===== config.mk =====
export PLATFORM = sky130hd
export DESIGN_NAME = rudt_front_flat
export DESIGN_NICKNAME = d
export VERILOG_FILES = /design/src/design/rudt_pkg.sv /design/src/design/rudt_if.sv /design/src/design/rudt_front.sv /design/src/flat_wrapper.sv
export SDC_FILE = /design/constraint.sdc
export NUM_CORES = 1
export LEC_CHECK = 0
export ABC_AREA = 1
export BUFFER_PORTS_ARGS = -buffer_cell sky130_fd_sc_hd__buf_2
export CORE_ASPECT_RATIO = 2
export CORE_UTILIZATION = 57
export CTS_CLUSTER_DIAMETER = 80
export DETAILED_ROUTE_END_ITERATION = 12
export GPL_ROUTABILITY_DRIVEN = 0
export PLACE_DENSITY = 0.89
export SLEW_MARGIN = 0
export SYNTH_ARGS = -nofsm -noshare
export SYNTH_HDL_FRONTEND = slang
export SYNTH_SLANG_ARGS = --single-unit

===== constraint.sdc =====
create_clock -name i_clk -period 3.05 [get_ports i_clk]
set_input_delay 0.61 -clock i_clk [delete_from_list [all_inputs] [get_ports i_clk]]
set_output_delay 0.61 -clock i_clk [all_outputs]
set_load 0.01 [all_outputs]

===== src/design/rudt_pkg.sv =====
// Package with the types, constants and helper functions of the runs tally.
`timescale 1ns / 1ps
package rudt_pkg;

    localparam int MAX_RUN_BINS = 32;
    localparam int SAMPLE_BITS  = 32;
    localparam int BIN_AW       = $clog2(MAX_RUN_BINS);
    localparam int CNT_W        = 32;
    localparam int SUM_W        = 40;
    localparam int IDX_W        = 5;
    localparam int LEN_OUT_W    = 5;
    localparam int QUEUE_DEPTH  = 4;
    localparam int QAW          = $clog2(QUEUE_DEPTH);

    typedef logic [SAMPLE_BITS-1:0] t_sample;
    typedef logic [BIN_AW-1:0]      t_bin;
    typedef logic [CNT_W-1:0]       t_count;
    typedef logic [SUM_W-1:0]       t_sum;
    typedef logic [IDX_W-1:0]       t_idx;
    typedef logic [LEN_OUT_W-1:0]   t_len_out;

    localparam t_bin TOP_BIN = t_bin'(MAX_RUN_BINS - 1);

    typedef enum logic {
        OP_PUSH = 1'b0,
        OP_READ = 1'b1
    } t_op;

    typedef struct packed {
        logic close_valid;
        logic close_up;
        t_bin close_len;
        logic report_ok;
        t_bin report_bin;
        t_bin cur_len;
        logic cur_rising;
    } t_event;

    function automatic t_count sat_inc_count(input t_count v);
        return (v == '1) ? v : v + t_count'(1);
    endfunction

    function automatic t_sum sat_add_sum(input t_sum v, input t_bin len);
        logic [SUM_W:0] s;
        s = {1'b0, v} + (SUM_W + 1)'(len);
        return s[SUM_W] ? '1 : s[SUM_W-1:0];
    endfunction

endpackage


===== src/design/rudt_if.sv =====
// Channel interfaces for the input and result transactions of the runs tally.
`timescale 1ns / 1ps
interface rudt_in_if;
    logic            valid;
    logic            ready;
    logic            operation;
    logic [31:0]     sample;
    rudt_pkg::t_idx  bin_index;

    modport source (output valid, output operation, output sample, output bin_index,
                    input ready);
    modport sink   (input valid, input operation, input sample, input bin_index,
                    output ready);
endinterface



===== src/design/rudt_front.sv =====
// Front end: accepts transactions, tracks the run in progress and classifies each one.
`timescale 1ns / 1ps
module rudt_front (
    input  logic             i_clk,
    input  logic             i_rst_n,
    rudt_in_if.sink          i_in,
    output logic             o_evt_valid,
    output rudt_pkg::t_event o_evt,
    input  logic             i_evt_ready
);

    rudt_pkg::t_sample r_last;
    rudt_pkg::t_sample n_last;
    logic              r_primed;
    logic              n_primed;
    logic              r_rising;
    logic              n_rising;
    rudt_pkg::t_bin    r_run_len;
    rudt_pkg::t_bin    n_run_len;
    rudt_pkg::t_sample sample;
    logic              accept;
    logic              is_push;
    logic              up;
    logic              close_valid;

    assign sample  = rudt_pkg::t_sample'(i_in.sample);
    assign accept  = i_in.valid && i_evt_ready;
    assign is_push = rudt_pkg::t_op'(i_in.operation) == rudt_pkg::OP_PUSH;
    assign up      = sample > r_last;

    always_comb begin
        n_last      = r_last;
        n_primed    = r_primed;
        n_rising    = r_rising;
        n_run_len   = r_run_len;
        close_valid = 1'b0;
        if (is_push) begin
            n_last = sample;
            if (!r_primed) begin
                n_primed = 1'b1;
            end else if (r_run_len == '0) begin
                n_rising  = up;
                n_run_len = rudt_pkg::t_bin'(1);
            end else if (up != r_rising) begin
                close_valid = 1'b1;
                n_rising    = up;
                n_run_len   = rudt_pkg::t_bin'(1);
            end else if (r_run_len < rudt_pkg::TOP_BIN) begin
                n_run_len = r_run_len + rudt_pkg::t_bin'(1);
            end
        end
    end

    always_ff @(posedge i_clk) begin
        if (!i_rst_n) begin
            r_last    <= '0;
            r_primed  <= 1'b0;
            r_rising  <= 1'b1;
            r_run_len <= '0;
        end else if (accept) begin
            r_last    <= n_last;
            r_primed  <= n_primed;
            r_rising  <= n_rising;
            r_run_len <= n_run_len;
        end
    end

    always_comb begin
        o_evt.close_valid = close_valid;
        o_evt.close_up    = r_rising;
        o_evt.close_len   = r_run_len;
        o_evt.report_ok   = 32'(i_in.bin_index) < 32'(rudt_pkg::MAX_RUN_BINS);
        o_evt.report_bin  = rudt_pkg::t_bin'(i_in.bin_index);
        o_evt.cur_len     = n_run_len;
        o_evt.cur_rising  = n_rising;
    end

    assign o_evt_valid = i_in.valid;
    assign i_in.ready  = i_evt_ready;

endmodule


===== src/flat_wrapper.sv =====
// flat-port wrapper written by rule: the top's interface ports become plain ports
module rudt_front_flat 
  (i_clk, i_rst_n, o_evt_valid, o_evt, i_evt_ready, i_in_valid, i_in_operation, i_in_sample, i_in_bin_index, i_in_ready);
  rudt_in_if i_in_i ();
  input  logic i_clk;
  input  logic i_rst_n;
  output logic o_evt_valid;
  output rudt_pkg::t_event o_evt;
  input  logic i_evt_ready;
  input wire logic [$bits(i_in_i.valid)-1:0] i_in_valid;
  input wire logic [$bits(i_in_i.operation)-1:0] i_in_operation;
  input wire logic [$bits(i_in_i.sample)-1:0] i_in_sample;
  input wire logic [$bits(i_in_i.bin_index)-1:0] i_in_bin_index;
  output wire logic [$bits(i_in_i.ready)-1:0] i_in_ready;
  assign i_in_i.valid = i_in_valid;
  assign i_in_i.operation = i_in_operation;
  assign i_in_i.sample = i_in_sample;
  assign i_in_i.bin_index = i_in_bin_index;
  assign i_in_ready = i_in_i.ready;
  rudt_front u_core (.i_clk(i_clk), .i_rst_n(i_rst_n), .i_in(i_in_i), .o_evt_valid(o_evt_valid), .o_evt(o_evt), .i_evt_ready(i_evt_ready));
endmodule

# Yosys cells after proc, flatten, opt, wreduce, memory -nomap -nowiden
# Index checks and enable logic that the tools add are counted.
# word_totals
ff_bits,39
latch_bits,0
ram_bits,0
mem_bits_ro,0
input_bits,42
out_inout_bits,21
word_cells,25
mem_count,0
# op_classes
addsub,1
n_mul,0
n_div,0
magnitude_cmp,2
n_eq_ne,1
shift,0
muxes,13
bitwise_logic,1
n_reduce_logical,3
# op_table
cell,n
$gt 32x32->1,1
$mux 5,5
$mux 1,8
$add 5x1->5 const B,1
$logic_not 5->1,1
$lt 5x5->1 const B,1
$reduce_and 2->1,1
$logic_and 1x1->1,1
$ne 1x1->1,1
$not 1->1,1

# Logic depth before layout (Yosys ltp)
# depth
word_depth,6
depth_mapped,19
mapped_depth_nobuf,19

# Least setup slack after synthesis
# OpenSTA, ideal clock, no wires.
# synth_path
path_type,input -> output
from,input i_in_sample[19]
to,output o_evt[18] (netlist name)
arrival_time_ns,1.807
required_time_ns,2.440
path_slack_ns,0.633
cell_stages,13
path_buffers,1
path_cell_list,ha_1 nand2_1 inv_1 nand2_1 nand2_1 nand2_1 nand3_1 a21oi_2 nand2_2 nand2_2 nand2_4 a21oi_1 buf_4
# synth_between
elab_chain_cells,6
# synth_lines
item,line_no,text
from (decl),flat_wrapper.sv:12,input wire logic [$bits(i_in_i.sample)-1:0] i_in_sample;
$gt 32x32->1,rudt_front.sv:29,assign up = sample > r_last;
$ne 1x1->1,rudt_front.sv:44,end else if (up != r_rising) begin
$mux 1,rudt_front.sv:44,
$mux 1,rudt_front.sv:41,end else if (r_run_len == '0) begin
$mux 1,rudt_front.sv:39,if (!r_primed) begin
$mux 1,rudt_front.sv:37,if (is_push) begin
to (decl),flat_wrapper.sv:8,output rudt_pkg::t_event o_evt;
# No other way between the ends.

==> reports/metrics.csv <==
stage,metric,value,unit
outcome,status,"complete, no violations",
cells_and_area,nets,459,
grt,grt_usage,0.242,
route,wl_per_cell,11.8,um
yosys,syn_inst,345,
cells_and_area,drive_gt1_frac,0.188,
pwr,power.total,1180,uW
clock_tree,htree_levels,2,
route,drcViolationCount,0,
clock_tree,clk_pin_slew_worst_paths,0.07,ns
cells_and_area,syn_to_final_growth,12.3,%
floorplan,ios,63,
yosys,synth.yosys.seq_area_share,0.316,
floorplan,num_rows,33,
yosys,ys_seq_elements,39,
floorplan,die_w,48.5,um
grt,antenna_found_initial,0,
yosys,yosys-top-cells-area,"dfxtp_1, ha_1, a21oi_1",
yosys,syn_avg_cell_area,7.15,sq um
setup_path,worstPathCellList,buf_2 -> ha_1 -> a21oi_1 -> nand2_1 -> a21oi_1 -> nand2_1 -> nand2_1 -> nand2_2 -> nand2_2 -> nand2_4 -> nand3_1 -> nand2_1 -> inv_1 -> buf_2,
route,ant_nets,0,
clock_tree,clockBufferDepth,2,
setup_path,worstPathMaxFanout,6,
pwr,p_int,843,uW
clock_tree,cts_root_buf,clkbuf_8,
sta,worst_slew_pin_slew,0.875,ns
sta,rsz0062_at_grt,false,
sta,max_freq,355,MHz
setup_path,arrival,2.21,ns
clock_tree,cts_setup_buffers,0,
setup_path,crit_type,in2out,
sta,fin_tns_setup,0,ns
sta,fin_crit_sh,0.925,
pwr,seqPwrFrac,0.467,
yosys,yosysTopAreaCellShare,0.316,
floorplan,start_util,0.598,
route,viasPerCell,5.30,
cells_and_area,num-fill-cells,403,
cells_and_area,diodes,0,
setup_path,rrSetupSlack,1.13,ns
clock_tree,clock_latency,0.29,ns
sta,setup_viol,0,
yosys,synthesis.area,2470,sq um
pwr,p_leak,0.00130,uW
sta,finalHoldViolations,0,
route,drtIter0Drc,25,
grt,grt_max_degree,64,
pwr,p_switching,336,uW
pwr,pwr-share-comb,0.208,
pwr,ir_drop,339,uV
setup_path,critPathBufInv,3,
setup_path,slowest_delay,0.33,ns
setup_path,crit_required,2.44,ns
yosys,synthDistinctLibCells,27,
route,vias,2311,
route,routed_wl,5130,um
floorplan,core,4130,sq um
floorplan,die_area,4610,sq um
yosys,syn_nets,421,
pwr,p_sw_frac,0.285,
sta,slew_headroom,0.416,
sta,min_period,2.82,ns
setup_path,crit_path_frequent_cell,nand2_1,
pwr,power_density,425,nW/um^2
yosys,yosysWarnings,0,
clock_tree,postCtsHoldBufs,0,
flow_run,max_cap_violations,0,
floorplan,die_h,95.0,um
sta,slew_viol_final,0,
place,dp_hpwl,3760,um
setup_path,cp_top_family,simple AND/OR/NAND/NOR gates,
grt,first_global_vias,2259,
sta,fin_skew,0.00386,ns
route,first_pass_iters,4,
clock_tree,cts_made_buffers,5,
grt,overflow,0,
place,numPortBuffers,51,
setup_path,slowest_stage,ha_1,
clock_tree,tritoncts,built,
pwr,clockPowerShare,0.325,
worst_hold_path,hold_class,reg2reg,
setup_path,critPathCaptureType,output port,
grt,grt_pass1_wl,8820,um
setup_path,worst_setup_path_start_kind,input port,
clock_tree,cts.repair.resized,0,
yosys,yosysTopAreaCell,dfxtp_1,
clock_tree,cts.sink_count,39,
==> per-layer routing <==
layer	track usage	share of wire	vias to the layer above
li1	-	-	1191
met1	0.236	0.40	1058
met2	0.469	0.54	49
met3	0.0447	0.034	13
met4	0.132	0.028	0
met5	0	0	-
==> registers in the layout, indices dropped and copies added (netlist names) <==
signal,flops
u_core.r_run_len,5
u_core.r_rising,1
u_core.r_primed,1
u_core.r_last,32
==> logic make-up after synthesis <==
group	after synthesis	share of synthesized area
buffers and inverters	76	0.132
flip-flops	39	0.316
AO/OA/AOI/OAI	95	0.199
XOR/XNOR	1	0.00355
AND/OR/NAND/NOR	99	0.174
adder cells (fa/ha/maj)	34	0.172
other	1	0.00152
==> power by group through the flow <==
stage	Combinational, uW	Clock, uW	Sequential, uW
floorplan	176	0	561
finish	245	383	550
detailed placement	242	0	562
CTS	246	394	550
global placement	232	0	561
global route	283	412	553
==> layout make-up <==
class                           instances  area [sq um]  area share
Inverter                               56           210      0.0758
Timing Repair Buffer                   51           255      0.0921
Clock buffer                            8           100      0.0361
Tap cell                               52          65.1      0.0235
Multi-Input combinational cell        230          1360       0.491
Sequential cell                        39           781       0.282
==> path summary, 6_finish.rpt <==
kind	to	depth (start not counted)	start
worst max-delay path	o_evt[1]	14	i_in_sample[11]
worst min register to register	u_core.r_last[8]	2	u_core.r_last[8]
worst max register to register	u_core.r_run_len[1]	14	u_core.r_last[11]
worst min-delay path	u_core.r_last[8]	2	u_core.r_last[8]
==> metrics by stage <==
step           cells  worst slack (ns)  hold slack, ns   util  instance area (sq um)
2_1_floorplan    345             0.633           0.433      -                   2470
3_3_place_gp     428             0.318           0.444  0.647                   2670
3_5_place_dp     428             0.313           0.451  0.647                   2670
4_1_cts          436             0.294           0.462  0.671                   2770
5_1_grt          436            0.0691           0.490  0.671                   2770
6_report         436             0.230           0.458  0.671                   2770
==> worst register-to-register path, stage by stage (launching register included) <==
cell and delay [ns]:
dfxtp_1 0.32, inv_1 0.05, ha_1 0.31, a21oi_1 0.22, nand2_1 0.08, a21oi_1 0.15, nand2_1 0.08, nand2_1 0.07
nand2_2 0.06, nand2_2 0.10, nand2_4 0.08, nand3_1 0.10, nand3_1 0.08, nand2_1 0.08, inv_1 0.05
==> synthesized netlist by cell type (all sizes together) <==
cell    instances
a21oi          54
nand4           3
nand3          14
buf            11
xnor2           1
a21o            1
o211ai          1
or2             1
inv            54
o21a            1
nor3            1
conb            1
o21ai          37
clkbuf          9
a31oi           1
nor2           22
nand2          58
dfxtp          39
ha             34
clkinv          2
==> cell usage in the layout, fill, tap and decap left out, drive strengths merged <==
| cell type | instances |
|---|---|
| nand2 | 58 |
| inv | 54 |
| a21oi | 54 |
| buf | 51 |
| dfxtp | 39 |
| o21ai | 37 |
| ha | 34 |
| nor2 | 22 |
| nand3 | 14 |
| clkbuf | 8 |
| nand4 | 3 |
| clkinv | 2 |
| a21o | 1 |
| o21a | 1 |
| xnor2 | 1 |
| nor3 | 1 |
| or2 | 1 |
| a31oi | 1 |
| o211ai | 1 |
| conb | 1 |
Power figures use the tool's default switching activity.
