<file path="src/design/rudt_pkg.sv">
// Package with the types, constants and helper functions of the runs tally.
`timescale 1ns / 1ps
package rudt_pkg;

    localparam int MAX_RUN_BINS = 32;
    localparam int SAMPLE_BITS  = 32;
    localparam int BIN_AW       = $clog2(MAX_RUN_BINS);
    localparam int CNT_W        = 32;
    localparam int SUM_W        = 40;
    localparam int IDX_W        = 5;
    localparam int LEN_OUT_W    = 5;
    localparam int QUEUE_DEPTH  = 4;
    localparam int QAW          = $clog2(QUEUE_DEPTH);

    typedef logic [SAMPLE_BITS-1:0] t_sample;
    typedef logic [BIN_AW-1:0]      t_bin;
    typedef logic [CNT_W-1:0]       t_count;
    typedef logic [SUM_W-1:0]       t_sum;
    typedef logic [IDX_W-1:0]       t_idx;
    typedef logic [LEN_OUT_W-1:0]   t_len_out;

    localparam t_bin TOP_BIN = t_bin'(MAX_RUN_BINS - 1);

    typedef enum logic {
        OP_PUSH = 1'b0,
        OP_READ = 1'b1
    } t_op;

    typedef struct packed {
        logic close_valid;
        logic close_up;
        t_bin close_len;
        logic report_ok;
        t_bin report_bin;
        t_bin cur_len;
        logic cur_rising;
    } t_event;

    function automatic t_count sat_inc_count(input t_count v);
        return (v == '1) ? v : v + t_count'(1);
    endfunction

    function automatic t_sum sat_add_sum(input t_sum v, input t_bin len);
        logic [SUM_W:0] s;
        s = {1'b0, v} + (SUM_W + 1)'(len);
        return s[SUM_W] ? '1 : s[SUM_W-1:0];
    endfunction

endpackage

</file>
<file path="src/design/rudt_queue.sv">
// Short queue of classified transactions between the front end and the back end.
`timescale 1ns / 1ps
module rudt_queue (
    input  logic             i_clk,
    input  logic             i_rst_n,
    input  logic             i_push_valid,
    input  rudt_pkg::t_event i_push_evt,
    output logic             o_push_ready,
    output logic             o_pop_valid,
    output rudt_pkg::t_event o_pop_evt,
    input  logic             i_pop_ready
);

    rudt_pkg::t_event           r_mem [rudt_pkg::QUEUE_DEPTH];
    logic [rudt_pkg::QAW-1:0]   r_wr_ptr;
    logic [rudt_pkg::QAW-1:0]   r_rd_ptr;
    logic [rudt_pkg::QAW:0]     r_count;
    logic                       push;
    logic                       pop;

    assign o_push_ready = r_count != (rudt_pkg::QAW + 1)'(rudt_pkg::QUEUE_DEPTH);
    assign o_pop_valid  = r_count != '0;
    assign o_pop_evt    = r_mem[r_rd_ptr];
    assign push         = i_push_valid && o_push_ready;
    assign pop          = o_pop_valid && i_pop_ready;

    always_ff @(posedge i_clk) begin
        if (push) begin
            r_mem[r_wr_ptr] <= i_push_evt;
        end
    end

    always_ff @(posedge i_clk) begin
        if (!i_rst_n) begin
            r_wr_ptr <= '0;
            r_rd_ptr <= '0;
            r_count  <= '0;
        end else begin
            if (push) begin
                r_wr_ptr <= r_wr_ptr + rudt_pkg::QAW'(1);
            end
            if (pop) begin
                r_rd_ptr <= r_rd_ptr + rudt_pkg::QAW'(1);
            end
            if (push && !pop) begin
                r_count <= r_count + (rudt_pkg::QAW + 1)'(1);
            end else if (pop && !push) begin
                r_count <= r_count - (rudt_pkg::QAW + 1)'(1);
            end
        end
    end

endmodule

</file>
<file path="config.mk">
export PLATFORM = sky130hd
export DESIGN_NAME = rudt_queue
export DESIGN_NICKNAME = d
export VERILOG_FILES = /design/src/design/rudt_pkg.sv /design/src/design/rudt_queue.sv
export SDC_FILE = /design/constraint.sdc
export NUM_CORES = 1
export LEC_CHECK = 0
export BUFFER_PORTS_ARGS = -buffer_cell sky130_fd_sc_hd__buf_2
export CAP_MARGIN = 15
export CORE_MARGIN = 4
export CORE_UTILIZATION = 31
export CTS_BUF_LIST = sky130_fd_sc_hd__clkbuf_8
export DETAILED_ROUTE_END_ITERATION = 12
export SYNTH_ARGS = -nofsm -noshare
export SYNTH_HDL_FRONTEND = slang
export SYNTH_SLANG_ARGS = --single-unit
</file>
<file path="constraint.sdc">
create_clock -name i_clk -period 3.6 [get_ports i_clk]
set_input_delay 0.54 -clock i_clk [delete_from_list [all_inputs] [get_ports i_clk]]
set_output_delay 0.54 -clock i_clk [all_outputs]
set_load 0.02 [all_outputs]
</file>
Yosys cells after proc, flatten, opt, wreduce, memory -nomap -nowiden
Memories as Yosys holds them, arrays and structs flattened. A register that Yosys moved wholly into a read port is not among the register bits. Index checks and enable logic that the tools add are counted.

Register bits: 7. Output and inout bits: 21. Memories: 1. Logic and storage cells: 23. Memory bits (writable): 76. Input port bits: 23.

Memories: r_mem (depth 4, bits a word 19, read ports 1, clocked after memory_dff 1, wr ports 1, line rudt_queue.sv:14) `rudt_pkg::t_event r_mem [rudt_pkg::QUEUE_DEPTH];`.

Muxes and demuxes: 6. Eq/ne operators: 1. Add/sub/neg operators: 4. Reduce and logical (&&, ||, !) cells: 8.

Operators by type and width (count): 3-bit two-way mux (2); 2-bit by 1-bit adder with 2-bit output, second input constant (2); 1-bit logical AND (4); 2-bit two-way mux (2); 3-bit by 1-bit adder with 3-bit output, second input constant (1); 3-bit != test, second input constant (1); 3-bit nonzero test (1); 3-bit by 1-bit subtractor with 3-bit output, second input constant (1); 1-bit zero test (2); 1-bit two-way mux (2); 2-bit nonzero test (1).

Logic depth before layout (Yosys ltp)
Gate-level depths: netlist of the first run.

Depth after elaboration: 6. Gate-level depth with buffers: 8. Gate-level depth less buffers: 8.

Worst setup path before layout of the first run
OpenSTA, ideal clock, no wires.

Path type: reg2reg. Start point: reg r_count[0] in the netlist's numbering. End point: reg r_count[2] in the netlist's numbering. Setup slack: 1.487 ns. Required time: 3.524 ns. Clock period less this slack: 2.113 ns. Arrival time: 2.038 ns. Path buffers: 0. Stages on the path, launching flop included: 9. Library setup time: 0.076 ns. Cells stage by stage: dfxtp_1 -> nor2_1 -> a21boi_2 -> ha_1 -> inv_1 -> fa_1 -> xor2_1 -> or3_1 -> a21boi_0.

Longest elaborated chain between the ends: 5. Elaborated cells on any way between the ends: 13. Classes of those cells: add/sub: 2; eq/ne: 1; mux: 2; reduce/logical: 8.

RTL lines: start, declared (line rudt_queue.sv:17) `logic [rudt_pkg::QAW:0] r_count;`; start signal, assigned (line rudt_queue.sv:46) `r_count <= r_count + (rudt_pkg::QAW + 1)'(1);`; start signal, assigned (line rudt_queue.sv:48) `r_count <= r_count - (rudt_pkg::QAW + 1)'(1);`; 3-bit != test (*) (line rudt_queue.sv:21) `assign o_push_ready = r_count != (rudt_pkg::QAW + 1)'(rudt_pkg::QUEUE_DEPTH);`; 1-bit logical AND (*) (line rudt_queue.sv:24) `assign push = i_push_valid && o_push_ready;`; net push (line rudt_queue.sv:18) `logic push;`; 1-bit zero test (line rudt_queue.sv:47) `end else if (pop && !push) begin`; 1-bit logical AND (line rudt_queue.sv:47); 2-bit nonzero test (no source line).

Mark *: on every way through the listed nets, which the timed path passes. The rest lies on a longest branch. The select of a mux whose other input is x is not followed. A chain may end at the register's enable or synchronous reset.

==> impl_metrics.csv, run 1 <==
group,metric,value,unit
outcome,outcome,"finished, final reports clean",
grt,grt_pass1_wl,8.914,mm
detailed_routing,post_drt_wl_per_cell,16.10,um
timing,fin_crit_sh,75.93,%
run,maxCapViolCount,0,
critical_path,end_kind,"output pin",
floorplan,start_util,31.78,%
synth,synth_area_per_cell,22.32,um^2
power,p_total,0.002535,W
critical_path,crit_family,"flip-flops",
synth,synth-adder-area-share,2.517,%
floorplan,ios,44,
grt,grt_max_degree,20,
synth,yosysTopAreaCellShare,69.57,%
placement,port_buffers,43,
hold_path,min_delay_path_depth,1,
detailed_routing,vias_per_cell,4.447,
timing,period_needed,2.733,ns
critical_path,slowest_stage,"dfxtp_1",
finish,area.growth.synth_to_final,16.17,%
placement,hpwl,3.659,mm
synth,ys_seq_area_share,75.06,%
synth,synth_nets,176,
clock_tree,ctsHoldBuffers,0,
clock_tree,clkTransAtPathRegs,0.09,ns
floorplan,dieArea,12290,um^2
placement,dpl_cell_area,3643,um^2
power,p_per_area,665.1,nW/um^2
synth,syn-instance-count,147,
clock_tree,clk_latency,0.34,ns
power,clock_power_share,22.3,%
critical_path,worstSetupPathType,"flip-flop to output pin",
synth,netlist_top_cells_area,"edfxtp_1, mux4_1, mux4_2",
synth,synth_top_family_by_area,"multiplexers",
timing,setup_viol,0,
floorplan,rows,37,
finish,antenna_cells,0,
timing,setup-tns-final,0,ns
clock_tree,clockBufferDepth,2,
timing,maxSlewViolCount,0,
clock_tree,clock_tree.root_cell,"clkbuf_8",
grt,grt-ovfl-total,0,
critical_path,path_buf_inv,2,
critical_path,cp.required,3.06,ns
detailed_routing,drtIter0Drc,58,
synth,syn-cell-area,3281,um^2
placement,pre_cts_slack,1.165,ns
critical_path,startpoint_type,"flip-flop",
timing,fin_skew,0.008627,ns
clock_tree,cts_tree,"built",
critical_path,cp_cell_sequence,"buf_4, mux4_1, buf_2",
clock_tree,postCtsSetupBuffers,0,
grt,grt_pass1_vias,1601,
detailed_routing,drc,0,
timing,timing.final.ws_setup,0.8667,ns
floorplan,die_x,110.9,um
hold_path,hp-class,"input pin to flip-flop",
critical_path,critical_path_arrival,2.19,ns
finish,drive_gt1_share,35.78,%
detailed_routing,ant_nets,0,
synth,synthXorXnorAreaFrac,1.068,%
grt,antenna_found_initial,1,
finish,stdcell_count,340,
timing,worst_pin_slew,1.017,ns
placement,globalplace.congestion,0.6415,
clock_tree,cts_buffers,9,
detailed_routing,drt_first_pass_iters,4,
power,p_leak,1.298,nW
power,p_comb_share,26.3,%
clock_tree,clock_sinks,85,
critical_path,reg2reg_to,"r_count[2]",
synth,yosys-mux-area-fraction,14.99,%
clock_tree,postCtsResizedCells,0,
critical_path,cpPeakStageDelay,0.79,ns
power,vdd_ir_drop_max,0.2149,mV
synth,yosys.area.top_type,"edfxtp_1",
critical_path,reg2reg_depth,8,
floorplan,die_h,110.9,um
timing,rsz0062_at_grt,"no",
timing,max_slew_margin,32.17,%
power,p_int,0.001761,W
synth,synth_compound_area_share,1.869,%
hold_path,hp-start,"i_push_evt[11]",
timing,hold_viol,0,
timing,timing.fmax,0.3659,GHz
detailed_routing,drt-total-wl,5.474,mm
critical_path,reg2reg_from,"r_count[0]",
finish,nets,228,
placement,dp_cells,324,
power,swShare,30.52,%
hold_path,hold_end,"r_mem[1][11]",
grt,grt.total_usage,9.539,%
power,switchingPower,0.0007735,W
synth,synth_seq_cells,85,
synth,yosysWarnings,0,
floorplan,core,10320,um^2
clock_tree,htreeDepth,3,
finish,fin_area,3811,um^2
critical_path,crit_fanout,11,
critical_path,r2r_setup_slack,1.26,ns
detailed_routing,num_vias,1512,
synth,synth-simple-area-share,2.784,%
power,seq_power_share,51.4,%
synth,synth.distinct_cells,24,
## worst max path at each step
stage | depth (start not counted) | startpoint | slack (ns) | to
after CTS | 3 | flip-flop | 0.79 | o_pop_evt[16]
after detailed placement | 3 | flip-flop | 1.16 | o_pop_evt[16]
final | 3 | flip-flop | 0.87 | o_pop_evt[16]
after global placement | 3 | flip-flop | 1.17 | o_pop_evt[16]
after floorplan | 8 | r_count[0] | 1.49 | r_count[2]
after global routing | 3 | flip-flop | 0.65 | o_pop_evt[16]
## through the flow
stage                     hold WS, ns  utilization, %
after global routing           0.3895           36.92
after CTS                      0.3944           36.92
after global placement         0.4904           35.29
after detailed placement       0.5041           35.29
after floorplan                0.4677               -
final                          0.4094           36.92
## sequential cells by signal (all words and copies together) (netlist names), named ones only
name      flops
r_mem        76
r_rd_ptr      2
r_count       3
r_wr_ptr      2
## kinds of logic (layout without fill, tap and decap cells)
group / after synthesis / in the layout
DFF: 85 / 85
xor gates and xnor gates: 4 / 4
adders and majority gates: 6 / 6
and+or+nand+nor: 17 / 17
AOI/OAI and AO/OA: 5 / 5
muxes: 22 / 22
buffers and inverters: 8 / 65
## routing by layer
metal  track usage, %  wire (um)  vias up
met2            15.09       2810       35
met5                0         11        -
met1            11.88       2309      770
li1                 -          -      701
met4            2.709         30        2
met3            4.258        311        4
## power by group through the flow
stage | logic (W) | clock network (W) | registers [W]
6_report | 0.000666 | 0.000566 | 0.00130
5_1_grt | 0.000726 | 0.000638 | 0.00133
4_1_cts | 0.000685 | 0.000586 | 0.00131
3_5_place_dp | 0.000684 | 0 | 0.00133
3_3_place_gp | 0.000678 | 0 | 0.00133
2_1_floorplan | 0.000555 | 0 | 0.00127
## layout make-up
class / instances / area [um^2]
Clock buffer: 9 / 123.9
Clock inverter: 7 / 43.79
Fill cell: 938 / 6513
Inverter: 3 / 11.26
Multi-Input combinational cell: 54 / 762.0
Sequential cell: 85 / 2462
Tap cell: 136 / 170.2
Timing Repair Buffer: 46 / 237.7
## cell usage in the layout (no fill, tap or decap), drive strengths merged
cell type / netlist / routed
ha: 5 / 5
o31ai: 1 / 1
buf: 4 / 46
o311ai: 1 / 1
clkinvlp: 0 / 3
clkinv: 0 / 3
xnor2: 3 / 3
a21boi: 2 / 2
nor2b: 1 / 1
nand2: 5 / 5
nor2: 1 / 1
clkbuf: 1 / 9
fa: 1 / 1
o21ai: 1 / 1
and2: 8 / 8
or3: 2 / 2
edfxtp: 76 / 76
xor2: 1 / 1
mux2i: 3 / 3
mux4: 19 / 19
inv: 3 / 4
dfxtp: 9 / 9
## synth_stat cells (all sizes together)
cell / n
clkbuf: 1
mux2i: 3
mux4: 19
o21ai: 1
buf: 4
or3: 2
o31ai: 1
xor2: 1
nor2b: 1
and2: 8
inv: 3
dfxtp: 9
a21boi: 2
nand2: 5
o311ai: 1
fa: 1
ha: 5
edfxtp: 76
xnor2: 3
nor2: 1
(Power assumes the default switching activity.)
==> run 2: changes to the inputs <==
--- a/config.mk
+++ b/config.mk
@@ -5,6 +5,7 @@
 export SDC_FILE = /design/constraint.sdc
 export NUM_CORES = 1
 export LEC_CHECK = 0
+export ABC_AREA = 1
 export BUFFER_PORTS_ARGS = -buffer_cell sky130_fd_sc_hd__buf_2
 export CAP_MARGIN = 15
 export CORE_MARGIN = 4
==> constraint.sdc (replaced) <==
create_clock -name i_clk -period 2.7 [get_ports i_clk]
set_input_delay 0.405 -clock i_clk [delete_from_list [all_inputs] [get_ports i_clk]]
set_output_delay 0.405 -clock i_clk [all_outputs]
set_load 0.02 [all_outputs]
==> run 2 against run 1 <==
- clock-buffer cell count unchanged
- via count increased by 28%
- critical path depth increased by 1
- worst setup slack got worse by 0.39 ns
- combinational power increased by 58%
- synthesized area increased by 3.2%
- clock power increased by 60%
- final cell count increased by 30%
- critical path type unchanged
- largest power group unchanged
- global-route usage increased by 0.66 points
- critical endpoint is now o_pop_evt[9]
==> impl_metrics.csv, run 2 <==
group,metric,value,unit
critical_path,startpoint_type,"flip-flop",
finish,mostFrequentLayoutCells,"edfxtp_1, buf_2, nor2_1, o21ai_0, o22ai_1",
grt,grt-ovfl-total,0,
critical_path,cp.required,2.30,ns
finish,fillCellCount,1024,
hold_path,min_delay_path_depth,1,
floorplan,die_h,112.5,um
timing,fin_skew,0.009420,ns
power,p_per_area,925.4,nW/um^2
timing,whs,0.2736,ns
finish,largest_reg_flops,76,
detailed_routing,drt-total-wl,6.288,mm
synth,yosysWarnings,0,
synth,netlist_top_cells_area,"edfxtp_1, o21ai_0, dfxtp_1",
synth,synthXorXnorAreaFrac,0.2586,%
floorplan,dieArea,12660,um^2
clock_tree,htreeDepth,3,
timing,maxSlewViolCount,0,
floorplan,ios,44,
placement,hpwl,3.941,mm
critical_path,r2r_setup_slack,0.85,ns
timing,setup_viol,0,
finish,nets,330,
synth,synth_seq_cells,85,
synth,synth-async-reset-ratio,0,%
detailed_routing,drt_first_pass_iters,4,
clock_tree,clk_latency,0.34,ns
clock_tree,clock_sinks,85,
detailed_routing,num_vias,1935,
finish,layout_commonest_cell,"edfxtp_1",
synth,synth-simple-area-share,9.272,%
grt,grt_max_degree,39,
synth,syn-cell-area,3387,um^2
hold_path,hold_end,"r_mem[1][6]",
clock_tree,postCtsSetupBuffers,0,
detailed_routing,post_drt_wl_per_cell,14.23,um
synth,yosysTopAreaCellShare,67.38,%
timing,period_needed,2.224,ns
critical_path,worstSetupPathType,"flip-flop to output pin",
synth,syn-instance-count,252,
synth,synth_nets,281,
detailed_routing,drtIter0Drc,96,
critical_path,reg2reg_depth,9,
floorplan,core,10460,um^2
finish,drive_gt1_share,28.43,%
synth,yosys.area.top_type,"edfxtp_1",
placement,globalplace.congestion,0.6792,
placement,dp_cells,426,
timing,setup-tns-final,0,ns
power,vdd_ir_drop_max,0.3961,mV
grt,grt.total_usage,10.20,%
synth,synth_area_per_cell,13.44,um^2
grt,antenna_found_initial,0,
synth,synth-adder-area-share,2.438,%
clock_tree,postCtsResizedCells,0,
synth,yosysMostFrequentCell,"edfxtp_1",
synth,ys_seq_area_share,72.70,%
run,maxCapViolCount,0,
clock_tree,clkTransAtPathRegs,0.09,ns
clock_tree,ctsHoldBuffers,0,
synth,synth_edf_count,76,
timing,max_slew_margin,51.79,%
synth,ys_top_cells_by_count,"edfxtp_1, nor2_1, o21ai_0",
timing,worst_pin_slew,0.7220,ns
critical_path,crit_fanout,38,
floorplan,rows,37,
grt,grt_pass1_wl,10.09,mm
clock_tree,clockBufferDepth,2,
finish,stdcell_count,442,
timing,fin_crit_sh,82.37,%
synth,synth.distinct_cells,24,
timing,timing.fmax,0.4497,GHz
floorplan,die_x,112.5,um
detailed_routing,drc,0,
finish,antenna_cells,0,
hold_path,hp-class,"input pin to flip-flop",
clock_tree,clock_tree.root_cell,"clkbuf_8",
synth,synth_compound_area_share,9.826,%
finish,reg_top3,"r_mem x76, r_count x3",
finish,seq_area,2462,um^2
synth,yosys-mux-area-fraction,0,%
grt,grt_pass1_vias,1929,
critical_path,reg2reg_from,"r_count[1]",
timing,rsz0062_at_grt,"no",
finish,area.growth.synth_to_final,15.29,%
finish,multi_input_area,748.2,um^2
floorplan,start_util,32.37,%
synth,synth_ff_type,"edfxtp_1",
finish,largest_register,"r_mem",
critical_path,reg2reg_to,"r_count[1]",
hold_path,hp-start,"i_push_evt[6]",
placement,port_buffers,43,
clock_tree,cts_tree,"built",
timing,hold_viol,0,
critical_path,critical_path_arrival,1.82,ns
power,p_leak,1.401,nW
critical_path,end_kind,"output pin",
power,p_total,0.003614,W
detailed_routing,ant_nets,0,
detailed_routing,vias_per_cell,4.378,
synth,synth_top_family_by_area,"compound AO/OA/AOI/OAI gates",
outcome,outcome,"finished, final reports clean",
clock_tree,cts_buffers,9,
-- run 2: changes by cell type in the layout (fill, tap and decap cells not counted), moves of 9 or more --
cell     before  now
mux4_1        9    0
nor2_1        1   38
nor2_2        0   14
o21ai_0       1   37
mux4_2       10    0
o22ai_1       0   19
inv_1         4   13
-- run 2: cell type report --
| type | instances | area share [%] |
|---|---|---|
| clock buffers | 9 | 3.172 |
| clock inverters | 7 | 2.051 |
| inverters | 16 | 1.538 |
| multi-input cells | 140 | 19.16 |
| flip-flops and latches | 85 | 63.06 |
| well taps | 136 | 4.358 |
| repair buffers | 49 | 6.665 |
-- run 2: worst max-delay path by stage --
stage	from	to	slack (ns)	cells after the start
6_report	flip-flop	o_pop_evt[9]	0.48	4
3_5_place_dp	flip-flop	o_pop_evt[9]	0.84	4
2_1_floorplan	r_count[0]	r_mem[0][0]	0.78	4
5_1_grt	flip-flop	o_pop_evt[9]	0.33	4
3_3_place_gp	flip-flop	o_pop_evt[9]	0.87	4
4_1_cts	flip-flop	o_pop_evt[9]	0.44	4
-- run 2: logic make-up (layout without fill, tap and decap cells) --
group,Yosys count,after routing
adders and majority gates,6,6
buffers and inverters,27,81
xor gates and xnor gates,1,1
DFF,85,85
and+or+nand+nor,72,72
AOI/OAI and AO/OA,61,61
-- run 2: metal layers --
layer	GRT usage [%]	vias up	wire length, um
met1	13.17	889	2960
met4	4.006	0	111
li1	-	998	-
met5	0	-	0
met3	3.235	10	305
met2	16.01	38	2911
-- run 2: where the power goes --
part | internal, W | switching, W | leakage (nW)
sequential | 0.00160 | 0.0000604 | 0.770
clock | 0.000442 | 0.000465 | 0.103
combinational | 0.000322 | 0.000723 | 0.528
total | 0.00237 | 0.00125 | 1.40
-- run 2: stage by stage --
| stage | setup WS, ns | instance area [um^2] | util [%] |
|---|---|---|---|
| after floorplan | 0.7767 | 3387 | - |
| after global placement | 0.8674 | 3701 | 35.37 |
| after detailed placement | 0.8418 | 3701 | 35.37 |
| after CTS | 0.4435 | 3905 | 37.32 |
| after global routing | 0.3266 | 3905 | 37.32 |
| final | 0.4761 | 3905 | 37.32 |
-- run 2: critical path: stages, from the launching register on --
cell and delay [ns]:
dfxtp_1 0.32, inv_2 0.53, o21ai_0 0.16, o22ai_1 0.24, buf_2 0.22
