--- config.mk ---
export PLATFORM = sky130hd
export DESIGN_NAME = rudt_back_flat
export DESIGN_NICKNAME = d
export VERILOG_FILES = /design/src/design/rudt_pkg.sv /design/src/design/rudt_if.sv /design/src/design/rudt_ram.sv /design/src/design/rudt_back.sv /design/src/flat_wrapper.sv
export SDC_FILE = /design/constraint.sdc
export NUM_CORES = 2
export LEC_CHECK = 0
export BUFFER_PORTS_ARGS = -buffer_cell sky130_fd_sc_hd__buf_2
export CORE_MARGIN = 3
export CORE_UTILIZATION = 63
export DETAILED_ROUTE_END_ITERATION = 10
export GPL_TIMING_DRIVEN = 1
export PLACE_DENSITY = 0.79
export SYNTH_ARGS = -nofsm -noshare
export SYNTH_HDL_FRONTEND = slang
export SYNTH_SLANG_ARGS = --single-unit
export TNS_END_PERCENT = 1
--- constraint.sdc ---
create_clock -name i_clk -period 16.3 [get_ports i_clk]
set_clock_uncertainty 0.15 [all_clocks]
set_input_delay 0.815 -clock i_clk [delete_from_list [all_inputs] [get_ports i_clk]]
set_output_delay 0.815 -clock i_clk [all_outputs]
set_load 0.01 [all_outputs]
--- src/design/rudt_pkg.sv ---
// Package with the types, constants and helper functions of the runs tally.
`timescale 1ns / 1ps
package rudt_pkg;

    localparam int MAX_RUN_BINS = 32;
    localparam int SAMPLE_BITS  = 32;
    localparam int BIN_AW       = $clog2(MAX_RUN_BINS);
    localparam int CNT_W        = 32;
    localparam int SUM_W        = 40;
    localparam int IDX_W        = 5;
    localparam int LEN_OUT_W    = 5;
    localparam int QUEUE_DEPTH  = 4;
    localparam int QAW          = $clog2(QUEUE_DEPTH);

    typedef logic [SAMPLE_BITS-1:0] t_sample;
    typedef logic [BIN_AW-1:0]      t_bin;
    typedef logic [CNT_W-1:0]       t_count;
    typedef logic [SUM_W-1:0]       t_sum;
    typedef logic [IDX_W-1:0]       t_idx;
    typedef logic [LEN_OUT_W-1:0]   t_len_out;

    localparam t_bin TOP_BIN = t_bin'(MAX_RUN_BINS - 1);

    typedef enum logic {
        OP_PUSH = 1'b0,
        OP_READ = 1'b1
    } t_op;

    typedef struct packed {
        logic close_valid;
        logic close_up;
        t_bin close_len;
        logic report_ok;
        t_bin report_bin;
        t_bin cur_len;
        logic cur_rising;
    } t_event;

    function automatic t_count sat_inc_count(input t_count v);
        return (v == '1) ? v : v + t_count'(1);
    endfunction

    function automatic t_sum sat_add_sum(input t_sum v, input t_bin len);
        logic [SUM_W:0] s;
        s = {1'b0, v} + (SUM_W + 1)'(len);
        return s[SUM_W] ? '1 : s[SUM_W-1:0];
    endfunction

endpackage

--- src/design/rudt_if.sv ---


interface rudt_out_if;
    logic               valid;
    logic               ready;
    rudt_pkg::t_count   up_bin_count;
    rudt_pkg::t_count   down_bin_count;
    rudt_pkg::t_count   up_run_total;
    rudt_pkg::t_count   down_run_total;
    rudt_pkg::t_sum     up_length_sum;
    rudt_pkg::t_sum     down_length_sum;
    rudt_pkg::t_len_out current_length;
    logic               current_rising;

    modport source (output valid, output up_bin_count, output down_bin_count,
                    output up_run_total, output down_run_total, output up_length_sum,
                    output down_length_sum, output current_length, output current_rising,
                    input ready);
    modport sink   (input valid, input up_bin_count, input down_bin_count,
                    input up_run_total, input down_run_total, input up_length_sum,
                    input down_length_sum, input current_length, input current_rising,
                    output ready);
endinterface

--- src/design/rudt_ram.sv ---
// Generic RAM with one write port and two registered read ports.
`timescale 1ns / 1ps
module rudt_ram #(
    parameter int WIDTH = 32,
    parameter int DEPTH = 32
) (
    input  logic                     i_clk,
    input  logic                     i_we,
    input  logic [$clog2(DEPTH)-1:0] i_waddr,
    input  logic [WIDTH-1:0]         i_wdata,
    input  logic                     i_re,
    input  logic [$clog2(DEPTH)-1:0] i_raddr_a,
    input  logic [$clog2(DEPTH)-1:0] i_raddr_b,
    output logic [WIDTH-1:0]         o_rdata_a,
    output logic [WIDTH-1:0]         o_rdata_b
);

    logic [WIDTH-1:0] r_mem [DEPTH];
    logic [WIDTH-1:0] r_rdata_a;
    logic [WIDTH-1:0] r_rdata_b;

    always_ff @(posedge i_clk) begin
        if (i_we) begin
            r_mem[i_waddr] <= i_wdata;
        end
        if (i_re) begin
            r_rdata_a <= r_mem[i_raddr_a];
            r_rdata_b <= r_mem[i_raddr_b];
        end
    end

    assign o_rdata_a = r_rdata_a;
    assign o_rdata_b = r_rdata_b;

endmodule

--- src/design/rudt_back.sv ---
// Back end: updates the histograms and totals and registers each result transaction.
`timescale 1ns / 1ps
module rudt_back (
    input  logic             i_clk,
    input  logic             i_rst_n,
    input  logic             i_evt_valid,
    input  rudt_pkg::t_event i_evt,
    output logic             o_evt_ready,
    rudt_out_if.source       o_out
);

    logic [rudt_pkg::MAX_RUN_BINS-1:0] r_up_vld;
    logic [rudt_pkg::MAX_RUN_BINS-1:0] r_dn_vld;

    logic               r_b1_valid;
    rudt_pkg::t_event   r_b1_evt;
    logic               r_b1_up_vld_a;
    logic               r_b1_up_vld_b;
    logic               r_b1_dn_vld_a;
    logic               r_b1_dn_vld_b;

    logic               r_fw_valid;
    logic               r_fw_up;
    rudt_pkg::t_bin     r_fw_addr;
    rudt_pkg::t_count   r_fw_data;

    rudt_pkg::t_count   r_up_runs;
    rudt_pkg::t_count   r_dn_runs;
    rudt_pkg::t_sum     r_up_sum;
    rudt_pkg::t_sum     r_dn_sum;

    logic               r_out_valid;
    rudt_pkg::t_count   r_out_up_bin;
    rudt_pkg::t_count   r_out_dn_bin;
    rudt_pkg::t_count   r_out_up_runs;
    rudt_pkg::t_count   r_out_dn_runs;
    rudt_pkg::t_sum     r_out_up_sum;
    rudt_pkg::t_sum     r_out_dn_sum;
    rudt_pkg::t_len_out r_out_len;
    logic               r_out_rising;

    rudt_pkg::t_count   n_up_runs;
    rudt_pkg::t_count   n_dn_runs;
    rudt_pkg::t_sum     n_up_sum;
    rudt_pkg::t_sum     n_dn_sum;

    rudt_pkg::t_count   up_rd_a;
    rudt_pkg::t_count   up_rd_b;
    rudt_pkg::t_count   dn_rd_a;
    rudt_pkg::t_count   dn_rd_b;
    rudt_pkg::t_count   up_a;
    rudt_pkg::t_count   up_b;
    rudt_pkg::t_count   dn_a;
    rudt_pkg::t_count   dn_b;
    rudt_pkg::t_count   new_val;
    rudt_pkg::t_count   rep_up;
    rudt_pkg::t_count   rep_dn;

    logic               out_free;
    logic               advance;
    logic               take;
    logic               fire;
    logic               upd_up;
    logic               upd_dn;
    logic               same_bin;

    assign out_free    = !r_out_valid || o_out.ready;
    assign advance     = !r_b1_valid || out_free;
    assign take        = i_evt_valid && advance;
    assign fire        = r_b1_valid && out_free;
    assign o_evt_ready = advance;

    assign upd_up   = r_b1_evt.close_valid && r_b1_evt.close_up;
    assign upd_dn   = r_b1_evt.close_valid && !r_b1_evt.close_up;
    assign same_bin = r_b1_evt.report_bin == r_b1_evt.close_len;

    rudt_ram #(
        .WIDTH (rudt_pkg::CNT_W),
        .DEPTH (rudt_pkg::MAX_RUN_BINS)
    ) u_up_ram (
        .i_clk     (i_clk),
        .i_we      (fire && upd_up),
        .i_waddr   (r_b1_evt.close_len),
        .i_wdata   (new_val),
        .i_re      (take),
        .i_raddr_a (i_evt.close_len),
        .i_raddr_b (i_evt.report_bin),
        .o_rdata_a (up_rd_a),
        .o_rdata_b (up_rd_b)
    );

    rudt_ram #(
        .WIDTH (rudt_pkg::CNT_W),
        .DEPTH (rudt_pkg::MAX_RUN_BINS)
    ) u_dn_ram (
        .i_clk     (i_clk),
        .i_we      (fire && upd_dn),
        .i_waddr   (r_b1_evt.close_len),
        .i_wdata   (new_val),
        .i_re      (take),
        .i_raddr_a (i_evt.close_len),
        .i_raddr_b (i_evt.report_bin),
        .o_rdata_a (dn_rd_a),
        .o_rdata_b (dn_rd_b)
    );

    // The latest histogram write always holds the current value of its bin.
    always_comb begin
        up_a = r_b1_up_vld_a ? up_rd_a : '0;
        up_b = r_b1_up_vld_b ? up_rd_b : '0;
        dn_a = r_b1_dn_vld_a ? dn_rd_a : '0;
        dn_b = r_b1_dn_vld_b ? dn_rd_b : '0;
        if (r_fw_valid && r_fw_up && r_fw_addr == r_b1_evt.close_len) begin
            up_a = r_fw_data;
        end
        if (r_fw_valid && r_fw_up && r_fw_addr == r_b1_evt.report_bin) begin
            up_b = r_fw_data;
        end
        if (r_fw_valid && !r_fw_up && r_fw_addr == r_b1_evt.close_len) begin
            dn_a = r_fw_data;
        end
        if (r_fw_valid && !r_fw_up && r_fw_addr == r_b1_evt.report_bin) begin
            dn_b = r_fw_data;
        end
    end

    always_comb begin
        new_val   = rudt_pkg::sat_inc_count(r_b1_evt.close_up ? up_a : dn_a);
        rep_up    = (upd_up && same_bin) ? new_val : up_b;
        rep_dn    = (upd_dn && same_bin) ? new_val : dn_b;
        n_up_runs = upd_up ? rudt_pkg::sat_inc_count(r_up_runs) : r_up_runs;
        n_dn_runs = upd_dn ? rudt_pkg::sat_inc_count(r_dn_runs) : r_dn_runs;
        n_up_sum  = upd_up ? rudt_pkg::sat_add_sum(r_up_sum, r_b1_evt.close_len) : r_up_sum;
        n_dn_sum  = upd_dn ? rudt_pkg::sat_add_sum(r_dn_sum, r_b1_evt.close_len) : r_dn_sum;
        if (!r_b1_evt.report_ok) begin
            rep_up = '0;
            rep_dn = '0;
        end
    end

    always_ff @(posedge i_clk) begin
        if (take) begin
            r_b1_evt      <= i_evt;
            r_b1_up_vld_a <= r_up_vld[i_evt.close_len];
            r_b1_up_vld_b <= r_up_vld[i_evt.report_bin];
            r_b1_dn_vld_a <= r_dn_vld[i_evt.close_len];
            r_b1_dn_vld_b <= r_dn_vld[i_evt.report_bin];
        end
        if (fire && r_b1_evt.close_valid) begin
            r_fw_up   <= r_b1_evt.close_up;
            r_fw_addr <= r_b1_evt.close_len;
            r_fw_data <= new_val;
        end
        if (fire) begin
            r_out_up_bin  <= rep_up;
            r_out_dn_bin  <= rep_dn;
            r_out_up_runs <= n_up_runs;
            r_out_dn_runs <= n_dn_runs;
            r_out_up_sum  <= n_up_sum;
            r_out_dn_sum  <= n_dn_sum;
            r_out_len     <= rudt_pkg::t_len_out'(r_b1_evt.cur_len);
            r_out_rising  <= r_b1_evt.cur_rising;
        end
    end

    always_ff @(posedge i_clk) begin
        if (!i_rst_n) begin
            r_b1_valid  <= 1'b0;
            r_fw_valid  <= 1'b0;
            r_out_valid <= 1'b0;
            r_up_vld    <= '0;
            r_dn_vld    <= '0;
            r_up_runs   <= '0;
            r_dn_runs   <= '0;
            r_up_sum    <= '0;
            r_dn_sum    <= '0;
        end else begin
            if (advance) begin
                r_b1_valid <= i_evt_valid;
            end
            if (fire) begin
                r_out_valid <= 1'b1;
                r_up_runs   <= n_up_runs;
                r_dn_runs   <= n_dn_runs;
                r_up_sum    <= n_up_sum;
                r_dn_sum    <= n_dn_sum;
            end else if (o_out.ready) begin
                r_out_valid <= 1'b0;
            end
            if (fire && r_b1_evt.close_valid) begin
                r_fw_valid <= 1'b1;
            end
            if (fire && upd_up) begin
                r_up_vld[r_b1_evt.close_len] <= 1'b1;
            end
            if (fire && upd_dn) begin
                r_dn_vld[r_b1_evt.close_len] <= 1'b1;
            end
        end
    end

    assign o_out.valid           = r_out_valid;
    assign o_out.up_bin_count    = r_out_up_bin;
    assign o_out.down_bin_count  = r_out_dn_bin;
    assign o_out.up_run_total    = r_out_up_runs;
    assign o_out.down_run_total  = r_out_dn_runs;
    assign o_out.up_length_sum   = r_out_up_sum;
    assign o_out.down_length_sum = r_out_dn_sum;
    assign o_out.current_length  = r_out_len;
    assign o_out.current_rising  = r_out_rising;

endmodule

--- src/flat_wrapper.sv ---
// flat-port wrapper written by rule: the top's interface ports become plain ports
module rudt_back_flat 
  (i_clk, i_rst_n, i_evt_valid, i_evt, o_evt_ready, o_out_valid, o_out_up_bin_count, o_out_down_bin_count, o_out_up_run_total, o_out_down_run_total, o_out_up_length_sum, o_out_down_length_sum, o_out_current_length, o_out_current_rising, o_out_ready);
  rudt_out_if o_out_i ();
  input  logic i_clk;
  input  logic i_rst_n;
  input  logic i_evt_valid;
  input  rudt_pkg::t_event i_evt;
  output logic o_evt_ready;
  output wire logic [$bits(o_out_i.valid)-1:0] o_out_valid;
  output wire logic [$bits(o_out_i.up_bin_count)-1:0] o_out_up_bin_count;
  output wire logic [$bits(o_out_i.down_bin_count)-1:0] o_out_down_bin_count;
  output wire logic [$bits(o_out_i.up_run_total)-1:0] o_out_up_run_total;
  output wire logic [$bits(o_out_i.down_run_total)-1:0] o_out_down_run_total;
  output wire logic [$bits(o_out_i.up_length_sum)-1:0] o_out_up_length_sum;
  output wire logic [$bits(o_out_i.down_length_sum)-1:0] o_out_down_length_sum;
  output wire logic [$bits(o_out_i.current_length)-1:0] o_out_current_length;
  output wire logic [$bits(o_out_i.current_rising)-1:0] o_out_current_rising;
  input wire logic [$bits(o_out_i.ready)-1:0] o_out_ready;
  assign o_out_valid = o_out_i.valid;
  assign o_out_up_bin_count = o_out_i.up_bin_count;
  assign o_out_down_bin_count = o_out_i.down_bin_count;
  assign o_out_up_run_total = o_out_i.up_run_total;
  assign o_out_down_run_total = o_out_i.down_run_total;
  assign o_out_up_length_sum = o_out_i.up_length_sum;
  assign o_out_down_length_sum = o_out_i.down_length_sum;
  assign o_out_current_length = o_out_i.current_length;
  assign o_out_current_rising = o_out_i.current_rising;
  assign o_out_i.ready = o_out_ready;
  rudt_back u_core (.i_clk(i_clk), .i_rst_n(i_rst_n), .i_evt_valid(i_evt_valid), .i_evt(i_evt), .o_evt_ready(o_evt_ready), .o_out(o_out_i));
endmodule
* Word level (Yosys, flattened, before mapping) *
Memory sizes are Yosys's and may differ from the RTL's. A register that Yosys moved wholly into a read port is not among the register bits.
Cells that the tools add are included.

storage, ports and cells
  register bits = 486
  memory bits (writable) = 2,048
  input bits = 23
  output and inout bits = 216
  logic and storage cells = 109
  memories kept = 2

memories
  memory                 words  bits a word  rd ports  clocked after Yosys merged registers in  write ports  line            text
  u_core.u_dn_ram.r_mem  32     32           2         2                                        1            rudt_ram.sv:18  logic [WIDTH-1:0] r_mem [DEPTH];
  u_core.u_up_ram.r_mem  32     32           2         2                                        1            rudt_ram.sv:18

cells by class
  $add $sub $neg = 5
  $lt $le $gt $ge = 4
  eq/ne operators = 6
  mux-type cells = 36
  bitwise gates (word level) = 2
  reductions and logical operators = 23

operators by type and width
  operator                                             count
  2-to-1 mux 32 bit                                    16
  2-to-1 mux 40 bit                                    4
  adder 32 x 1 -> 32 bit, second input constant        3
  == test 32 bit, second input constant                3
  adder 40 x 5 -> 41 bit                               2
  bitwise OR 32 bit                                    2
  binary-select mux 1 bit (select 5 bit)               4
  < comparator 5 x 6 -> 1 bit, second input constant   3
  logical AND 1 bit                                    16
  == test 5 bit                                        3
  2-to-1 mux 1 bit                                     11
  demux 1 bit (select 5 bit)                           1
  >= comparator 5 x 1 -> 1 bit, second input constant  1
  logical NOT 1 bit                                    4
  logical OR 1 bit                                     2
  nonzero test 2 bit                                   1

* Logic depth before layout (Yosys ltp) *
  depth in word-level cells = 8
  depth in mapped cells = 17
  depth with buffers taken out = 11

* Modules after synthesis *
Synthesis repeated with hierarchy kept, for this count alone.

second synthesis, totals
  cell total of the unflattened synthesis = 9,244
  area total of the unflattened synthesis = 125,665.5 µm²

by module, submodules not included
  module     instances  cells an instance  area an instance (µm²)  seq. area each (µm²)
  rudt_ram   2          3,450              50,711.1                32,671.3
  rudt_back  1          2,344              24,243.3                12,482.0

* Least setup slack after synthesis *
OpenSTA, ideal clock, no wires.

  kind = input -> register
  from = input port o_out_ready
  to = register u_core.r_out_len[0] (netlist: u_core.o_out.current_length[0]), enable pin
  setup time = 0.662 ns
  data arrival time = 7.515 ns
  data required time = 15.488 ns
  path slack = 7.973 ns
  cell stages on the path = 6
  path buffers = 3
  cell sequence = nor2b_1 > nand2b_1 > clkbuf_1 > inv_2 > clkbuf_1 > clkbuf_1

between the ends
  word-level cells in the longest chain between the ends = 2

ends and longest elaborated chain
  element                 line                text
  start: declaration      flat_wrapper.sv:19  input wire logic [$bits(o_out_i.ready)-1:0] o_out_ready;
  logical OR 1 bit        rudt_back.sv:67     assign out_free = !r_out_valid || o_out.ready;
  logical AND 1 bit       rudt_back.sv:70     assign fire = r_b1_valid && out_free;
  net u_core.fire         rudt_back.sv:62     logic fire;
  end signal: assignment  rudt_back.sv:161    r_out_len <= rudt_pkg::t_len_out'(r_b1_evt.cur_len);
  end: declaration        rudt_back.sv:39     rudt_pkg::t_len_out r_out_len;

The timed path passes the listed nets, and every way through them passes these cells.
A chain may end at the register's enable or synchronous reset.

* Final worst setup path *
  from = register u_core.r_b1_evt[14] (netlist name)
  to = memory u_core.u_dn_ram.r_mem[21][0] (data pin)

between the ends
  word-level cells in the longest chain between the ends = 6
  elaborated cells between the ends (all ways) = 9
  classes of those cells = add/sub: 1; eq/ne: 2; mux: 4; reduce/logical: 2

ends and longest elaborated chain
  element                                                   line                                text
  start: declaration                                        rudt_back.sv:16                     rudt_pkg::t_event r_b1_evt;
  start signal: assignment                                  rudt_back.sv:143                    r_b1_evt <= i_evt;
  == test 5 bit *                                           rudt_back.sv:113, rudt_back.sv:119
  logical AND 1 bit, on equally long branches               rudt_back.sv:119, rudt_back.sv:113
  2-to-1 mux 32 bit, on equally long branches               rudt_back.sv:119, rudt_back.sv:113
  2-to-1 mux 32 bit *                                       rudt_back.sv:128                    new_val = rudt_pkg::sat_inc_count(r_b1_evt.close_up ? up_a : dn_a);
  adder 32 x 1 -> 32 bit or == test 32 bit (tied branches)  rudt_pkg.sv:40                      return (v == '1) ? v : v + t_count'(1);
  2-to-1 mux 32 bit *                                       rudt_pkg.sv:40
  net u_core.new_val[0]                                     rudt_back.sv:55                     rudt_pkg::t_count new_val;
  end: declaration                                          rudt_ram.sv:18

The timed path passes the listed nets; every way through them passes the cells marked *.

==> flow_summary.yaml <==
clocking:
  cts_tree: "built"
  cts_setup_buffers: 0
  cts_made_buffers: 286
  cts_sinks: 2662
  htreeDepth: 5
  post_cts_resized: 0
  worst_skew_pair.late_latency_ns: 0.94
  root_buffer: "clkbuf_16"
  cts.path.max_buffers: 4
  path_clk_slew_ns: 0.06
  cts_hold_buf: 9
routing:
  wl_per_cell_um: 39.36
  avgViaCountPerCell: 7.734
  drc_errors: 0
  antenna_left: 0
  drt_wl_total_um: 368100
  first_iter_violations: 11583
  vias: 72321
  drt_pre_antenna_iters: 8
run_status:
  outcome: "finished clean"
worst_hold_path:
  whs_path_depth: 4
  hp-class: "primary input to flip-flop"
sta:
  tns_ns: 0
  min_period_over_period: 0.4019
  fmax_ghz: 0.1526
  holdWs_ns: 0.1050
  tightest_slew_ns: 1.321
  setup_violations: 0
  rsz0062_at_grt: "false"
  slew_headroom: 0.1190
  layout_setup_ws_ns: 9.748
  slew_violations: 0
  fin_crit_ns: 6.552
  hold_violations: 0
synth:
  synthMuxAreaShare: 0.2581
  synth_seq_cells: 2662
  synth-main-ff-cell: "edfxtp_1"
  yosysWarnings: 0
  synthesis.nets: 6421
  syn_inst: 6383
  synth_top_family_by_area: "multiplexers"
  synthesis.area_sq_um: 121300
  synth_compound_area_frac: 0.02766
  yosys.area_share.simple: 0.04015
  synth-adder-area-share: 0.001671
  avgSynthCellArea_sq_um: 19.00
  async_flop_share: 0
  synth_edf_count: 2451
  post_synth_num_cell_types: 86
  ys_seq_area_frac: 0.6416
  synthXorXnorAreaFrac: 0.01476
setup_path:
  slowest_delay_ns: 0.92
  r2r_cells: 9
  worstPathRequired_ns: 16.78
  path_cells: "o2111ai_4 -> nor3_2 -> a221oi_2 -> and3_1 -> and2_1 -> nand4_1 -> xnor2_1 -> inv_1 -> buf_4"
  cp_slowest_cell: "o2111ai_4"
  arrival_ns: 7.03
  critPathLaunchType: "flip-flop"
  critPathKind: "flip-flop to flip-flop"
  worst_setup_path_end_kind: "flip-flop"
  cp_max_fo: 34
finish:
  drive_gt1_frac: 0.3494
  nNetsFinal: 6678
  syn_to_final_growth_pct: 11.14
  fin_area_sq_um: 134800
global_route:
  first_global_vias: 71751
  grt_pass1_wl_um: 522200
  antenna_found_initial: 16
  grtUsageTotal: 0.3738
  grt_max_degree: 145
  grt_overflow: 0
power:
  vdd_ir_drop_max_mv: 0.1038
  p_per_area_nw_per_um2: 111.2
  leakagePower_nw: 42.93
  p_total_mw: 14.99
die:
  start_util: 0.6358
  ios: 239
  fp-row-count: 160
  die_h_um: 444.8
  die_area_sq_um: 197900
  dieWidth_um: 444.8
  core_area_sq_um: 190800
placed_design:
  place_ws_ns: 9.937
  finalWeightedCongestion: 0.9251
  hpwl_um: 191900
  place_area_sq_um: 126000
  port_buffers: 238
run:
  maxCapViolCount: 0
## layout by cell type (no fill, tap or decap), types with 28 or more instances in the layout
cell and n:
o21ai_0 91, nor3_1 43, a311oi_1 30, buf_4 171, nand2_1 263, nor2_4 65, inv_1 45, and3_1 82
nand3_1 99, mux4_2 1320, nor2_1 297, xor2_1 89, clkinv_1 51, mux2_2 139, edfxtp_1 2451, clkbuf_1 47
xnor2_1 102, o22ai_1 42, or3_1 41, dfxtp_1 211, clkinv_2 42, nand4_1 37, clkbuf_16 291, and2_1 28
a21oi_1 170, buf_2 228
## final cells by class
class,instances,area [sq um]
inverters,49,196.4
flip-flops and latches,2662,77820
diodes,5,12.51
fillers,11156,55960
repair buffers,425,2798
clock inverters,134,1135
multi-input cells,3216,42110
clock buffers,349,7604
well taps,2511,3142
## kinds of logic (layout without fill, tap and decap cells)
kind of cell | Yosys count | after routing
AO/OA/AOI/OAI | 497 | 497
multiplexers | 1461 | 1461
adder cells (fa/ha/maj) | 15 | 15
AND/OR/NAND/NOR | 1042 | 1042
flip-flops | 2662 | 2662
buffers and inverters | 505 | 957
other | 0 | 5
XOR/XNOR | 201 | 201
## state kept, by name, summed over array words and instances, names as in the netlist, 40 cells and up
signal and flops:
u_core.u_dn_ram.r_mem 1024, u_core.u_up_ram.r_mem 1024, u_core.o_out.down_length_sum 40, u_core.o_out.up_length_sum 40, u_core.r_dn_sum 40, u_core.r_up_sum 40
## cells in the mapped netlist (13+ instances only)
cell | count | share of area
a211o_1 | 17 | 0.0012
ha_1 | 13 | 0.0013
o21ai_0 | 93 | 0.0038
a21oi_1 | 170 | 0.0070
edfxtp_1 | 2451 | 0.61
nand3_1 | 99 | 0.0041
nor3_1 | 43 | 0.0018
and3_1 | 82 | 0.0042
and4_1 | 15 | 0.0011
inv_1 | 47 | 0.0015
nand2_1 | 263 | 0.0081
a311oi_1 | 30 | 0.0022
o22ai_1 | 42 | 0.0022
buf_1 | 122 | 0.0038
mux2_2 | 139 | 0.013
or3_1 | 41 | 0.0021
xor2_1 | 90 | 0.0065
nand4_1 | 37 | 0.0019
nor4_1 | 27 | 0.0014
xnor2_1 | 107 | 0.0077
clkbuf_1 | 316 | 0.0098
and2_1 | 29 | 0.0015
dfxtp_1 | 211 | 0.035
nor2_1 | 364 | 0.011
mux4_2 | 1320 | 0.25
## critical path: cells and delay by family (launching register included)
| family | cells | cell delay (ns) |
|---|---|---|
| buffers and inverters | 2 | 0.99 |
| and+or+nand+nor | 4 | 1.94 |
| xor gates and xnor gates | 1 | 0.60 |
| AOI/OAI and AO/OA | 2 | 1.82 |
| DFF | 1 | 0.71 |
## where the power goes
| group | internal, mW | total [mW] | leakage, nW | switching (mW) |
|---|---|---|---|---|
| sequential | 7.61 | 7.68 | 24.1 | 0.0716 |
| clock | 3.59 | 6.23 | 4.27 | 2.63 |
| combinational | 0.443 | 1.08 | 14.6 | 0.636 |
## through the flow
stage                     std cells  utilization
after floorplan                6383            -
after global placement         8853       0.6602
after detailed placement       8853       0.6602
after CTS                      9345       0.7065
after global routing           9348       0.7066
final                          9351       0.7067
## layer usage
| metal | GRT usage | vias up | wire, um |
|---|---|---|---|
| met5 | 0 | - | 76 |
| met4 | 0.2269 | 12 | 27300 |
| met3 | 0.09825 | 1414 | 48460 |
| met2 | 0.5823 | 6337 | 175300 |
| met1 | 0.4790 | 37113 | 116900 |
| li1 | - | 27445 | - |
## path summary, 6_finish.rpt
path                                  from                                       end  slack (ns)
min reg2reg   u_core.r_b1_evt[5]$_DFFE_PP_  u_core.o_out.current_length[4]$_DFFE_PP_        0.27
max          u_core.r_b1_evt[14]$_DFFE_PP_    u_core.u_dn_ram.r_mem[21][0]$_DFFE_PP_        9.75
max reg2reg  u_core.r_b1_evt[14]$_DFFE_PP_    u_core.u_dn_ram.r_mem[21][0]$_DFFE_PP_        9.75
min                            o_out_ready           u_core.o_out.valid$_SDFFE_PN0P_        0.10
No activity file was read; power rests on OpenSTA's default activity.
